**src/design/pffsa_pkg.sv**
```systemverilog
`timescale 1ns / 1ps
// ============================================================================
// pffsa_pkg
// Types and constants for the paged first-fit slot allocator.
// ============================================================================
package pffsa_pkg;

    localparam int TOTAL_SLOTS = 1024;
    localparam int WORD_W      = 32;                    // flags per memory row
    localparam int NUM_WORDS   = TOTAL_SLOTS / WORD_W;
    localparam int WORD_AW     = $clog2(NUM_WORDS);
    localparam int BIT_AW      = $clog2(WORD_W);
    localparam int SLOT_AW     = $clog2(TOTAL_SLOTS);
    localparam int CNT_W       = SLOT_AW + 1;           // holds 0..TOTAL_SLOTS
    localparam int PAGE_W      = 11;                    // page_slots / open_pages
    localparam int MAX_PAGE    = 1024;
    localparam int PS_RESET    = 64;
    localparam logic [15:0] NONE_INDEX = 16'hFFFF;

    typedef enum logic {
        REQ_ALLOC   = 1'b0,
        REQ_RELEASE = 1'b1
    } t_req_type;

    typedef enum logic [1:0] {
        ST_OK       = 2'd0,
        ST_FULL     = 2'd1,
        ST_WAS_FREE = 2'd2,
        ST_RANGE    = 2'd3
    } t_status;

    typedef struct packed {
        t_req_type   req_type;
        logic [15:0] slot_index;
    } t_req;

    typedef struct packed {
        t_status             status;
        logic [9:0]          granted_index;
        logic [PAGE_W-1:0]   open_pages;
        logic                all_free;
    } t_res;

endpackage

```
**src/design/pffsa_ram.sv**
```systemverilog
`timescale 1ns / 1ps
// ============================================================================
// pffsa_ram
// Generic single-write, single-read RAM with registered read data.
// ============================================================================
module pffsa_ram #(
    parameter int P_WIDTH = 32,
    parameter int P_DEPTH = 32
) (
    input  logic                       i_clk,
    input  logic                       i_we,
    input  logic [$clog2(P_DEPTH)-1:0] i_waddr,
    input  logic [P_WIDTH-1:0]         i_wdata,
    input  logic                       i_re,
    input  logic [$clog2(P_DEPTH)-1:0] i_raddr,
    output logic [P_WIDTH-1:0]         o_rdata
);

    logic [P_WIDTH-1:0] r_mem [P_DEPTH];
    logic [P_WIDTH-1:0] r_rdata;

    always_ff @(posedge i_clk) begin
        if (i_we) begin
            r_mem[i_waddr] <= i_wdata;
        end
        if (i_re) begin
            r_rdata <= r_mem[i_raddr];
        end
    end

    assign o_rdata = r_rdata;

endmodule

```
**src/design/paged_first_fit_slot_allocator.sv**
```systemverilog
`timescale 1ns / 1ps
// ============================================================================
// paged_first_fit_slot_allocator
// First-fit slot allocator over a paged taken/free flag store held in RAM.
// ============================================================================
//
//  Channel   Direction  Handshake                   Payload
//  --------  ---------  --------------------------  -----------------------
//  request   in         i_in_valid / o_in_stall     i_in_data  (t_req)
//  result    out        o_out_valid / i_out_stall   o_out_data (t_res)
//  config    in         i_cfg_we (write only)       i_cfg_wdata (page_slots)
//
//  Steps: accept + row read, modify + write back, result hand-off; the
//  flag RAM returns its read data from a register.
//  Reset: i_rst_n synchronous; row valid bits and full bits clear at once,
//  so no clearing pass is needed. A page_slots write clears them likewise.
//  Stalls: a result waits in the output register; a new request is taken
//  meanwhile, and it finishes once that register drains.
//
// Flags live in NUM_WORDS rows of WORD_W bits. Per row, a valid bit (row
// reads as all free until first written) and a full bit (all WORD_W taken).
// The first non-full row, found from the full bits, holds the lowest free
// slot. Taken slots always lie below the open length, so that slot is either
// inside the open pages or exactly the first slot of the next page.
// ============================================================================
module paged_first_fit_slot_allocator (
    input  logic                      i_clk,
    input  logic                      i_rst_n,
    input  logic                      i_in_valid,
    output logic                      o_in_stall,
    input  pffsa_pkg::t_req           i_in_data,
    output logic                      o_out_valid,
    input  logic                      i_out_stall,
    output pffsa_pkg::t_res           o_out_data,
    input  logic                      i_cfg_we,
    input  logic [pffsa_pkg::PAGE_W-1:0] i_cfg_wdata
);
    import pffsa_pkg::*;

    typedef enum logic [2:0] {
        S_IDLE = 3'b001,
        S_MOD  = 3'b010,
        S_WAIT = 3'b100
    } t_state;

    t_state               r_state, n_state;
    t_req                 r_req;
    logic [WORD_AW-1:0]   r_word;
    logic                 r_have;          // a non-full row existed at accept
    logic [NUM_WORDS-1:0] r_row_vld;
    logic [NUM_WORDS-1:0] r_full;
    logic [CNT_W-1:0]     r_taken_cnt, n_taken_cnt;
    logic [CNT_W-1:0]     r_open_len,  n_open_len;   // pages * page size
    logic [PAGE_W-1:0]    r_pages,     n_pages;
    logic [CNT_W-1:0]     r_ps;                      // effective page size
    t_res                 r_pend, n_pend;
    logic                 r_out_valid;
    t_res                 r_out;

    // ---- accept side: pick the row to read ----
    logic               in_acc;
    logic [WORD_AW-1:0] free_word;
    logic               have_free;
    logic [WORD_AW-1:0] rd_addr;

    assign in_acc = i_in_valid && !o_in_stall;

    always_comb begin
        free_word = '0;
        have_free = 1'b0;
        for (int i = NUM_WORDS - 1; i >= 0; i--) begin
            if (!r_full[i]) begin
                free_word = WORD_AW'(i);
                have_free = 1'b1;
            end
        end
    end

    assign rd_addr = (i_in_data.req_type == REQ_ALLOC) ? free_word
                   : i_in_data.slot_index[SLOT_AW-1:BIT_AW];

    // ---- flag RAM ----
    logic              ram_we;
    logic [WORD_W-1:0] ram_wdata;
    logic [WORD_W-1:0] ram_rdata;

    pffsa_ram #(
        .P_WIDTH (WORD_W),
        .P_DEPTH (NUM_WORDS)
    ) u_flags (
        .i_clk   (i_clk),
        .i_we    (ram_we),
        .i_waddr (r_word),
        .i_wdata (ram_wdata),
        .i_re    (in_acc),
        .i_raddr (rd_addr),
        .o_rdata (ram_rdata)
    );

    // ---- modify stage ----
    logic [WORD_W-1:0]  word_q;
    logic [BIT_AW-1:0]  zero_bit;
    logic [BIT_AW-1:0]  bit_sel;
    logic [WORD_W-1:0]  bit_mask;
    logic [SLOT_AW-1:0] grant;
    logic [CNT_W:0]     open_sum;
    logic               room;
    logic               is_alloc;
    logic               alloc_ok;
    logic               grows;
    logic               rel_none;
    logic               rel_range;
    logic               rel_ok;
    t_status            status;

    assign word_q = r_row_vld[r_word] ? ram_rdata : '0;

    always_comb begin
        zero_bit = '0;
        for (int i = WORD_W - 1; i >= 0; i--) begin
            if (!word_q[i]) begin
                zero_bit = BIT_AW'(i);
            end
        end
    end

    assign is_alloc = (r_req.req_type == REQ_ALLOC);
    assign bit_sel  = is_alloc ? zero_bit : r_req.slot_index[BIT_AW-1:0];
    assign bit_mask = WORD_W'(1) << bit_sel;
    assign grant    = {r_word, zero_bit};
    assign open_sum = {1'b0, r_open_len} + {1'b0, r_ps};
    assign room     = (open_sum <= (CNT_W + 1)'(TOTAL_SLOTS));

    // first free slot past the open pages can only be the next page's first
    assign grows     = r_have && ({1'b0, grant} >= r_open_len) && room;
    assign alloc_ok  = r_have && (({1'b0, grant} < r_open_len) || room);
    assign rel_none  = (r_req.slot_index == NONE_INDEX);
    assign rel_range = (r_req.slot_index >= 16'(r_open_len));
    assign rel_ok    = !rel_none && !rel_range && word_q[bit_sel];

    always_comb begin
        if (is_alloc) begin
            status = alloc_ok ? ST_OK : ST_FULL;
        end else if (rel_none) begin
            status = ST_OK;
        end else if (rel_range) begin
            status = ST_RANGE;
        end else if (!word_q[bit_sel]) begin
            status = ST_WAS_FREE;
        end else begin
            status = ST_OK;
        end
    end

    assign ram_we    = (r_state == S_MOD) && (is_alloc ? alloc_ok : rel_ok);
    assign ram_wdata = is_alloc ? (word_q | bit_mask) : (word_q & ~bit_mask);

    always_comb begin
        n_taken_cnt = r_taken_cnt;
        n_open_len  = r_open_len;
        n_pages     = r_pages;
        if (is_alloc && alloc_ok) begin
            n_taken_cnt = r_taken_cnt + CNT_W'(1);
        end else if (!is_alloc && rel_ok) begin
            n_taken_cnt = r_taken_cnt - CNT_W'(1);
        end
        if (is_alloc && grows) begin
            n_open_len = open_sum[CNT_W-1:0];
            n_pages    = r_pages + PAGE_W'(1);
        end
        n_pend.status        = status;
        n_pend.granted_index = (is_alloc && alloc_ok) ? grant : '0;
        n_pend.open_pages    = n_pages;
        n_pend.all_free      = (n_taken_cnt == '0);
    end

    // ---- sequencer ----
    logic out_free;
    assign out_free = !r_out_valid || !i_out_stall;

    always_comb begin
        n_state = r_state;
        case (r_state)
            S_IDLE:  if (in_acc) n_state = S_MOD;
            S_MOD:   n_state = S_WAIT;
            S_WAIT:  if (out_free) n_state = S_IDLE;
            default: n_state = S_IDLE;
        endcase
    end

    // effective page size of a configuration write
    logic [CNT_W-1:0] cfg_ps;
    always_comb begin
        if (i_cfg_wdata == '0) begin
            cfg_ps = CNT_W'(1);
        end else if (i_cfg_wdata > PAGE_W'(MAX_PAGE)) begin
            cfg_ps = CNT_W'(MAX_PAGE);
        end else begin
            cfg_ps = CNT_W'(i_cfg_wdata);
        end
    end

    always_ff @(posedge i_clk) begin
        if (!i_rst_n) begin
            r_state     <= S_IDLE;
            r_row_vld   <= '0;
            r_full      <= '0;
            r_taken_cnt <= '0;
            r_ps        <= CNT_W'(PS_RESET);
            r_open_len  <= CNT_W'(PS_RESET);
            r_pages     <= PAGE_W'(1);
            r_out_valid <= 1'b0;
        end else begin
            r_state <= n_state;
            if (r_state == S_MOD) begin
                r_taken_cnt <= n_taken_cnt;
                r_open_len  <= n_open_len;
                r_pages     <= n_pages;
                if (ram_we) begin
                    r_row_vld[r_word] <= 1'b1;
                    r_full[r_word]    <= &ram_wdata;
                end
            end
            if (r_state == S_WAIT && out_free) begin
                r_out_valid <= 1'b1;
            end else if (r_out_valid && !i_out_stall) begin
                r_out_valid <= 1'b0;
            end
            if (i_cfg_we) begin
                r_ps        <= cfg_ps;
                r_open_len  <= cfg_ps;
                r_pages     <= PAGE_W'(1);
                r_row_vld   <= '0;
                r_full      <= '0;
                r_taken_cnt <= '0;
            end
        end
    end

    // payload registers
    always_ff @(posedge i_clk) begin
        if (in_acc) begin
            r_req  <= i_in_data;
            r_word <= rd_addr;
            r_have <= have_free;
        end
        if (r_state == S_MOD) begin
            r_pend <= n_pend;
        end
        if (r_state == S_WAIT && out_free) begin
            r_out <= r_pend;
        end
    end

    assign o_in_stall  = (r_state != S_IDLE);
    assign o_out_valid = r_out_valid;
    assign o_out_data  = r_out;

    // ---- assertions ----
    a_taken_in_open: assert property (@(posedge i_clk) disable iff (!i_rst_n)
        r_taken_cnt <= r_open_len)
        else $error("taken count exceeds open length");

    a_open_bound: assert property (@(posedge i_clk) disable iff (!i_rst_n)
        r_open_len <= CNT_W'(TOTAL_SLOTS))
        else $error("open length beyond store");

    a_full_has_row: assert property (@(posedge i_clk) disable iff (!i_rst_n)
        (r_full & ~r_row_vld) == '0)
        else $error("full row without valid bit");

    a_alloc_count: assert property (@(posedge i_clk) disable iff (!i_rst_n)
        (r_state == S_MOD && is_alloc && alloc_ok && !i_cfg_we)
        |=> r_taken_cnt == $past(r_taken_cnt) + CNT_W'(1))
        else $error("allocate did not bump taken count");

    a_grant_open: assert property (@(posedge i_clk) disable iff (!i_rst_n)
        (r_state == S_MOD && is_alloc && alloc_ok)
        |-> ({1'b0, grant} < n_open_len))
        else $error("grant outside open pages");

endmodule
```
**config.mk**
```make
export PLATFORM = sky130hd
export DESIGN_NAME = paged_first_fit_slot_allocator
export DESIGN_NICKNAME = d
export VERILOG_FILES = /design/src/design/pffsa_pkg.sv /design/src/design/pffsa_ram.sv /design/src/design/paged_first_fit_slot_allocator.sv
export SDC_FILE = /design/constraint.sdc
export NUM_CORES = 2
export LEC_CHECK = 0
export ABC_AREA = 1
export ABC_CLOCK_PERIOD_IN_PS = 5300
export BUFFER_PORTS_ARGS = -buffer_cell sky130_fd_sc_hd__buf_2
export CAP_MARGIN = 20
export CORE_MARGIN = 2
export CORE_UTILIZATION = 45
export DETAILED_ROUTE_END_ITERATION = 6
export GPL_ROUTABILITY_DRIVEN = 1
export PLACE_DENSITY = 0.62
export REMOVE_ABC_BUFFERS = 1
export SYNTH_ARGS = -nofsm -noshare
export SYNTH_HDL_FRONTEND = slang
export SYNTH_SLANG_ARGS = --single-unit
```
**constraint.sdc**
```tcl
create_clock -name i_clk -period 5.3 [get_ports i_clk]
set_input_delay 1.325 -clock i_clk [delete_from_list [all_inputs] [get_ports i_clk]]
set_output_delay 1.325 -clock i_clk [all_outputs]
set_load 0.05 [all_outputs]
```
# Word-level counts from Yosys, hierarchy flattened
# Memories as Yosys holds them, arrays and structs flattened. A register that Yosys moved wholly into a read port is not among the register bits.
# Cells that the tools add are included.
# classes
addsub	4
mul	0
div_mod_pow	0
n_lt_le_gt_ge	8
n_eq_ne	7
n_shift	1
muxes	97
n_bitwise	6
reduce_logical	31
# op_table
op	n
5-bit two-way mux	66
11-bit two-way mux	8
32-bit two-way mux	2
32-bit bitwise OR	2
32-bit AND	1
32-bit bitwise mux	1
32-bit inverter	1
32-bit AND reduction	1
1-bit by 5-bit left shift with 32-bit output, first input constant	1
31-bit AND reduction	1
11-bit by 1-bit adder with 11-bit output, second input constant	2
11-bit zero test	2
16-bit equality test, second input constant	1
16-bit by 11-bit >= comparator with 1-bit output	1
1-bit logical AND	13
11-bit by 11-bit adder with 12-bit output	1
12-bit by 11-bit less-or-equal comparator with 1-bit output, second input constant	1
5-bit by 6-bit less-than comparator with 1-bit output, second input constant	2
10-bit by 11-bit >= comparator with 1-bit output	1
11-bit greater-than comparator, second input constant	1
10-bit by 11-bit less-than comparator with 1-bit output	1
11-bit by 1-bit subtractor with 11-bit output, second input constant	1
1-bit binary-select mux with 5-bit select	2
1-bit two-way mux	10
other kinds (16)	31
# word_totals
ff_bits	183
latch_bits	0
ram_bits	1024
romBits	0
output_inout_bits	26
mem_count	1
# mem_list
name	words	word_bits	rd	rd_clocked_by_memory_dff	wr	line	source
u_flags.r_mem	32	32	1	1	1	pffsa_ram.sv:19	logic [P_WIDTH-1:0] r_mem [P_DEPTH];

# Longest topological paths before layout
# logic_depth
word_depth	43
depth_mapped	51
mapped_depth_nobuf	51

# Hierarchy
# Synthesis repeated with hierarchy kept, for this count alone.
# unflattened
cells_unflattened	4984
hier_area_um2	53352.4
# by_module_without_submodules
module	instances	cells_each	area_each_um2	seq_area_each_um2
pffsa_ram	1	3536	42726.0	31710.4
paged_first_fit_slot_allocator	1	1448	10626.4	4374.2

# Worst setup path after synthesis
# No wires, ideal clock.
# synth_path
path_kind	reg2reg
from	reg r_word[0]
to	reg r_full[1]
setup_ps	70
arrival_ps	5072
t_required_ps	5230
setup_slack_ps	158
stages_incl_launch_ff	28
n_path_buf	4
synth_period_minus_slack_ps	5142
path_cell_list	edfxtp_1 > nor2_1 > inv_2 > o22ai_1 > o21ai_1 > nand2_1 > nor2_1 > nand2_2 > buf_6 > buf_4 > nand2_1 > nor2_2 > nand2_1 > nor2_1 > inv_1 > a21oi_2 > inv_1 > o21ai_2 > buf_2 > nand2_1 > o31ai_1 > nand4_1 > nor2_1 > nand2_1 > nor2_2 > buf_4 > nand2_1 > a21oi_1
# synth_between
elab_chain_cells	42
elab_cells_between_ends	57
classes_between	order compare (3); shift (1); mux (43); bitwise (3); reduce/logical (7)
# synth_lines
item	line	source
from (decl)	paged_first_fit_slot_allocator.sv:48	logic [WORD_AW-1:0] r_word;
from (signal assigned)	paged_first_fit_slot_allocator.sv:244	r_word <= rd_addr;
1-bit binary-select mux with 5-bit select (*)	paged_first_fit_slot_allocator.sv:116	assign word_q = r_row_vld[r_word] ? ram_rdata : '0;
1-bit two-way mux (implied by the code) (*)	paged_first_fit_slot_allocator.sv:116	
32-bit two-way mux (*)	paged_first_fit_slot_allocator.sv:116	
5-bit two-way mux (31 in series)	paged_first_fit_slot_allocator.sv:121	if (!word_q[i]) begin
5-bit two-way mux (*)	paged_first_fit_slot_allocator.sv:121	
via zero_bit[3]	paged_first_fit_slot_allocator.sv:102	logic [BIT_AW-1:0] zero_bit;
5-bit two-way mux (*)	paged_first_fit_slot_allocator.sv:128	assign bit_sel = is_alloc ? zero_bit : r_req.slot_index[BIT_AW-1:0];
1-bit by 5-bit left shift with 32-bit output (*)	paged_first_fit_slot_allocator.sv:129	assign bit_mask = WORD_W'(1) << bit_sel;
32-bit inverter	paged_first_fit_slot_allocator.sv:156	assign ram_wdata = is_alloc ? (word_q | bit_mask) : (word_q & ~bit_mask);
32-bit AND	paged_first_fit_slot_allocator.sv:156	
32-bit two-way mux (*)	paged_first_fit_slot_allocator.sv:156	
via ram_wdata[30]	paged_first_fit_slot_allocator.sv:84	logic [WORD_W-1:0] ram_wdata;
32-bit AND reduction (*)	paged_first_fit_slot_allocator.sv:221	r_full[r_word] <= &ram_wdata;
32-bit bitwise mux (*)	paged_first_fit_slot_allocator.sv:221	
to (signal, indexed assignment)	paged_first_fit_slot_allocator.sv:221	
to (decl)	paged_first_fit_slot_allocator.sv:51	logic [NUM_WORDS-1:0] r_full;
# Mark *: on every way through the listed nets, which the timed path passes. The rest lies on a longest branch. The select of a mux whose other input is x is not followed.
# A chain may end at the register's enable or synchronous reset.

# Final worst setup path
# layout_path
from	reg r_word[0]
to	mem u_flags.r_mem[30][25] (enable)
# layout_between
elab_chain_cells	43
elab_cells_between_ends	46
classes_between	order compare (1); mux (41); reduce/logical (4)
# layout_lines
item	line	source
1-bit binary-select mux with 5-bit select (*)	paged_first_fit_slot_allocator.sv:116	
1-bit two-way mux (implied by the code) (*)	paged_first_fit_slot_allocator.sv:116	
32-bit two-way mux (*)	paged_first_fit_slot_allocator.sv:116	
5-bit two-way mux (31 in series)	paged_first_fit_slot_allocator.sv:121	
5-bit two-way mux (*)	paged_first_fit_slot_allocator.sv:121	
via zero_bit[4]	paged_first_fit_slot_allocator.sv:102	
5-bit two-way mux	paged_first_fit_slot_allocator.sv:128	
1-bit binary-select mux with 5-bit select	paged_first_fit_slot_allocator.sv:139	assign rel_ok = !rel_none && !rel_range && word_q[bit_sel];
1-bit two-way mux (implied by the code)	paged_first_fit_slot_allocator.sv:139	
1-bit logical AND	paged_first_fit_slot_allocator.sv:139	
1-bit two-way mux (*)	paged_first_fit_slot_allocator.sv:155	assign ram_we = (r_state == S_MOD) && (is_alloc ? alloc_ok : rel_ok);
1-bit logical AND (*)	paged_first_fit_slot_allocator.sv:155	
1-bit two-way mux (*)	pffsa_ram.sv:23	if (i_we) begin
1-bit two-way mux (implied by the code) (*)	pffsa_ram.sv:24	r_mem[i_waddr] <= i_wdata;
to (decl)	pffsa_ram.sv:19	
# Marks and branches as above.

==> flow_metrics.tcl <==
set metrics [dict create \
    grt_usage_pct 24.4 \
    worstMarginPinSlew_ps 1170 \
    grt_pass1_wl_um 214000 \
    placed_area_mm2 0.0559 \
    p_leak_uw 0.0202 \
    wl_um 152000 \
    rsz0062_at_grt "yes" \
    reg2reg_slack_ps 240 \
    synth_top_family_by_area "compound AO/OA/AOI/OAI gates" \
    synthSimpleGateAreaFrac_pct 12.0 \
    cp-end-kind "flop" \
    path_common_cell "nor2_1" \
    p_total_uw 20700 \
    max-vdd-ir-drop_uv 288 \
    die-area_mm2 0.117 \
    period_share_pct 95.5 \
    drv_cap 0 \
    syn_area_mm2 0.0516 \
    critical_path_arrival_ps 5500 \
    grt_max_degree 161 \
    ys_ff_latch 1239 \
    pwr-share-seq_pct 51.7 \
    layout_setup_ws_ps 241 \
    antenna_found_initial 4 \
    min_path_type "flop to flop" \
    internal-power_uw 15900 \
    critical_path_class "flop to flop" \
    syn-instance-count 4358 \
    clock-sinks 1239 \
    grt_pass1_vias 33200 \
    power_density_mw_per_mm2 339 \
    grt.overflow.total 0 \
    die_h_um 343 \
    slowest_delay_ps 510 \
    drt_iter0_drc 4325 \
    switching_share_pct 23.0 \
    drc 0 \
    initial_core_util_pct 45.2 \
    drive_above_1_share_pct 14.4 \
    fill_cells 9624 \
    wl_per_cell_um 24.4 \
    num_rows 124 \
    setup_viol 0 \
    seq_area_frac_synth_pct 70.0 \
    status "finished clean" \
    die_w_um 343 \
    gp_congestion 0.914 \
    cp_data_required_time_ps 5740 \
    critPathLaunchType "flop" \
    synth.area.mux_share_pct 0 \
    syn_to_final_growth_pct 18.6 \
    cts_buffers 131 \
    finalCriticalPeriod_ps 5060 \
    switchingPower_uw 4780 \
    cts_tree "built" \
    core-area_mm2 0.114 \
    synth_compound_area_share_pct 13.1 \
    io_pins 59 \
    yosys_warnings 0 \
    drv_slew 0 \
    pwr-share-clk_pct 41.7 \
    final_cell_area_mm2 0.0612 \
    hold_viol_final 0 \
    fmax_mhz 198 \
    htree_levels 4 \
    comb_power_share_pct 6.5 \
    synth_xor_area_share_pct 0.374 \
    avgSynthCellArea_um2 11.8 \
    first_pass_iters 6 \
    nNetsFinal 4680 \
    vias_per_cell 5.73 \
    ant_nets 0 \
    slowest_stage "edfxtp_1" \
    worstPathMaxFanout 17 \
    mostFrequentLayoutCells "1127 x edfxtp_1, 864 x nor2_1, 453 x nand2_1" \
    clkLatencyLatePin_ps 750 \
    cts_max_path_buffers 3 \
    yosys.area_share.adder_pct 0.864 \
    final_common_cell "edfxtp_1" \
    portBuffers 58 \
    vias 35600 \
    fin_skew_ps 32.8 \
    root_buffer "clkbuf_16" \
    relSlewSlack_pct 22.0 \
    dp_slack_ps 55.5 \
    synth.distinct_cells 52 \
    clkTransAtPathRegs_ps 60 \
    dpl.hpwl_um 90600 \
]
==> logic make-up after synthesis <==
kind of cell	after synthesis
flops	1239
compound gates	1010
simple gates	1545
fa+ha+maj	35
buf+inv	507
xor+xnor	22
==> state kept, by name (all words and copies together) (netlist names), 3 cells and up <==
name             cells
r_open_len          11
r_row_vld           32
r_word               5
o_out_data          24
r_pages             11
r_pend              24
u_flags.r_mem     1024
u_flags.o_rdata     32
r_ps                11
r_state              3
r_req               17
r_full              32
r_taken_cnt         11
==> Yosys cell counts, drive strengths merged <==
master   count  share of area [%]
a21o         2              0.029
a2111oi      1              0.017
nand2      488                3.6
a31oi        4              0.049
nand4       38               0.46
a311oi       2              0.034
clkbuf     233                1.7
inv        236                1.7
ha          34               0.82
and3         1              0.012
a21oi       74               0.73
nor2       884                6.5
o22ai        9               0.11
a211oi       2              0.029
a221oi       1              0.017
a22oi       10               0.15
xnor2        3              0.051
or4          1              0.015
nand3b       1              0.015
o21a        21               0.31
nor3        54               0.52
nor4         4              0.049
buf         30               0.28
xor2        19               0.32
and2         2              0.024
o31ai        2              0.029
nand3       72               0.74
clkinv       8              0.058
edfxtp    1127                 66
fa           1              0.039
o32ai       96                1.6
o21ai      388                3.8
dfxtp      112                4.3
o311ai     161                2.7
o211ai     100                1.5
o21bai     131                1.9
a21boi       6              0.087
==> power groups by stage <==
| stage | clock, uW | combinational, uW | sequential (uW) |
|---|---|---|---|
| finish | 8650 | 1350 | 10700 |
| global route | 9170 | 1460 | 10700 |
| CTS | 8790 | 1300 | 10700 |
| detailed placement | 0 | 1290 | 10900 |
| global placement | 0 | 1290 | 10900 |
| floorplan | 0 | 820 | 10900 |
==> layer usage <==
layer | wire length (um) | vias up | GRT usage (%) | share of wire, %
li1 | - | 16300 | - | -
met1 | 63500 | 17600 | 34.2 | 42
met2 | 72300 | 1448 | 39.8 | 48
met3 | 11300 | 236 | 3.90 | 7.5
met4 | 4540 | 2 | 6.59 | 3.0
met5 | 13 | - | 0 | 0.0086
==> worst max-delay path: cells and delay by family, from the launching register on <==
kind | cells | cell delay (ps)
AO/OA/AOI/OAI | 5 | 770
adder cells (fa/ha/maj) | 1 | 210
buffers and inverters | 7 | 1020
flip-flops | 1 | 510
AND/OR/NAND/NOR | 18 | 2200
==> path summary, 6_finish.rpt <==
kind / end / cells past startpoint / start
worst max-delay path: u_flags.r_mem[30][25] / 31 / r_word[0]
worst min-delay path: o_out_data[1] / 0 / r_pend[1]
worst max register to register: u_flags.r_mem[30][25] / 31 / r_word[0]
worst min register to register: o_out_data[1] / 0 / r_pend[1]
==> cell type report <==
| type | count | area (um2) | share of cell area, % |
|---|---|---|---|
| Multi-Input combinational cell | 2612 | 13800 | 22.6 |
| Inverter | 244 | 1020 | 1.67 |
| Timing Repair inverter | 2 | 17.5 | 0.0286 |
| Clock buffer | 167 | 3470 | 5.66 |
| Sequential cell | 1239 | 36100 | 59.0 |
| Antenna cell | 1 | 2.50 | 0.00409 |
| Tap cell | 1512 | 1890 | 3.09 |
| Clock inverter | 63 | 519 | 0.849 |
| Timing Repair Buffer | 382 | 4380 | 7.16 |
==> per-stage QoR <==
stage / TNS (ps) / hold WS (ps) / util (%) / instances
3_3_place_gp: 0 / 402 / 49.1 / 5938
3_5_place_dp: 0 / 405 / 49.1 / 5938
2_1_floorplan: -1967880 / 400 / - / 4095
5_1_grt: -546 / 428 / 53.7 / 6221
4_1_cts: 0 / 418 / 52.5 / 6168
6_report: 0 / 417 / 53.7 / 6222
==> repair_timing <==
action,in CTS,in global routing
setup buffers,0,20
resized for setup,0,115
hold buffers,0,0
setup endpoints to repair,0,1128
(Power assumes the default switching activity.)
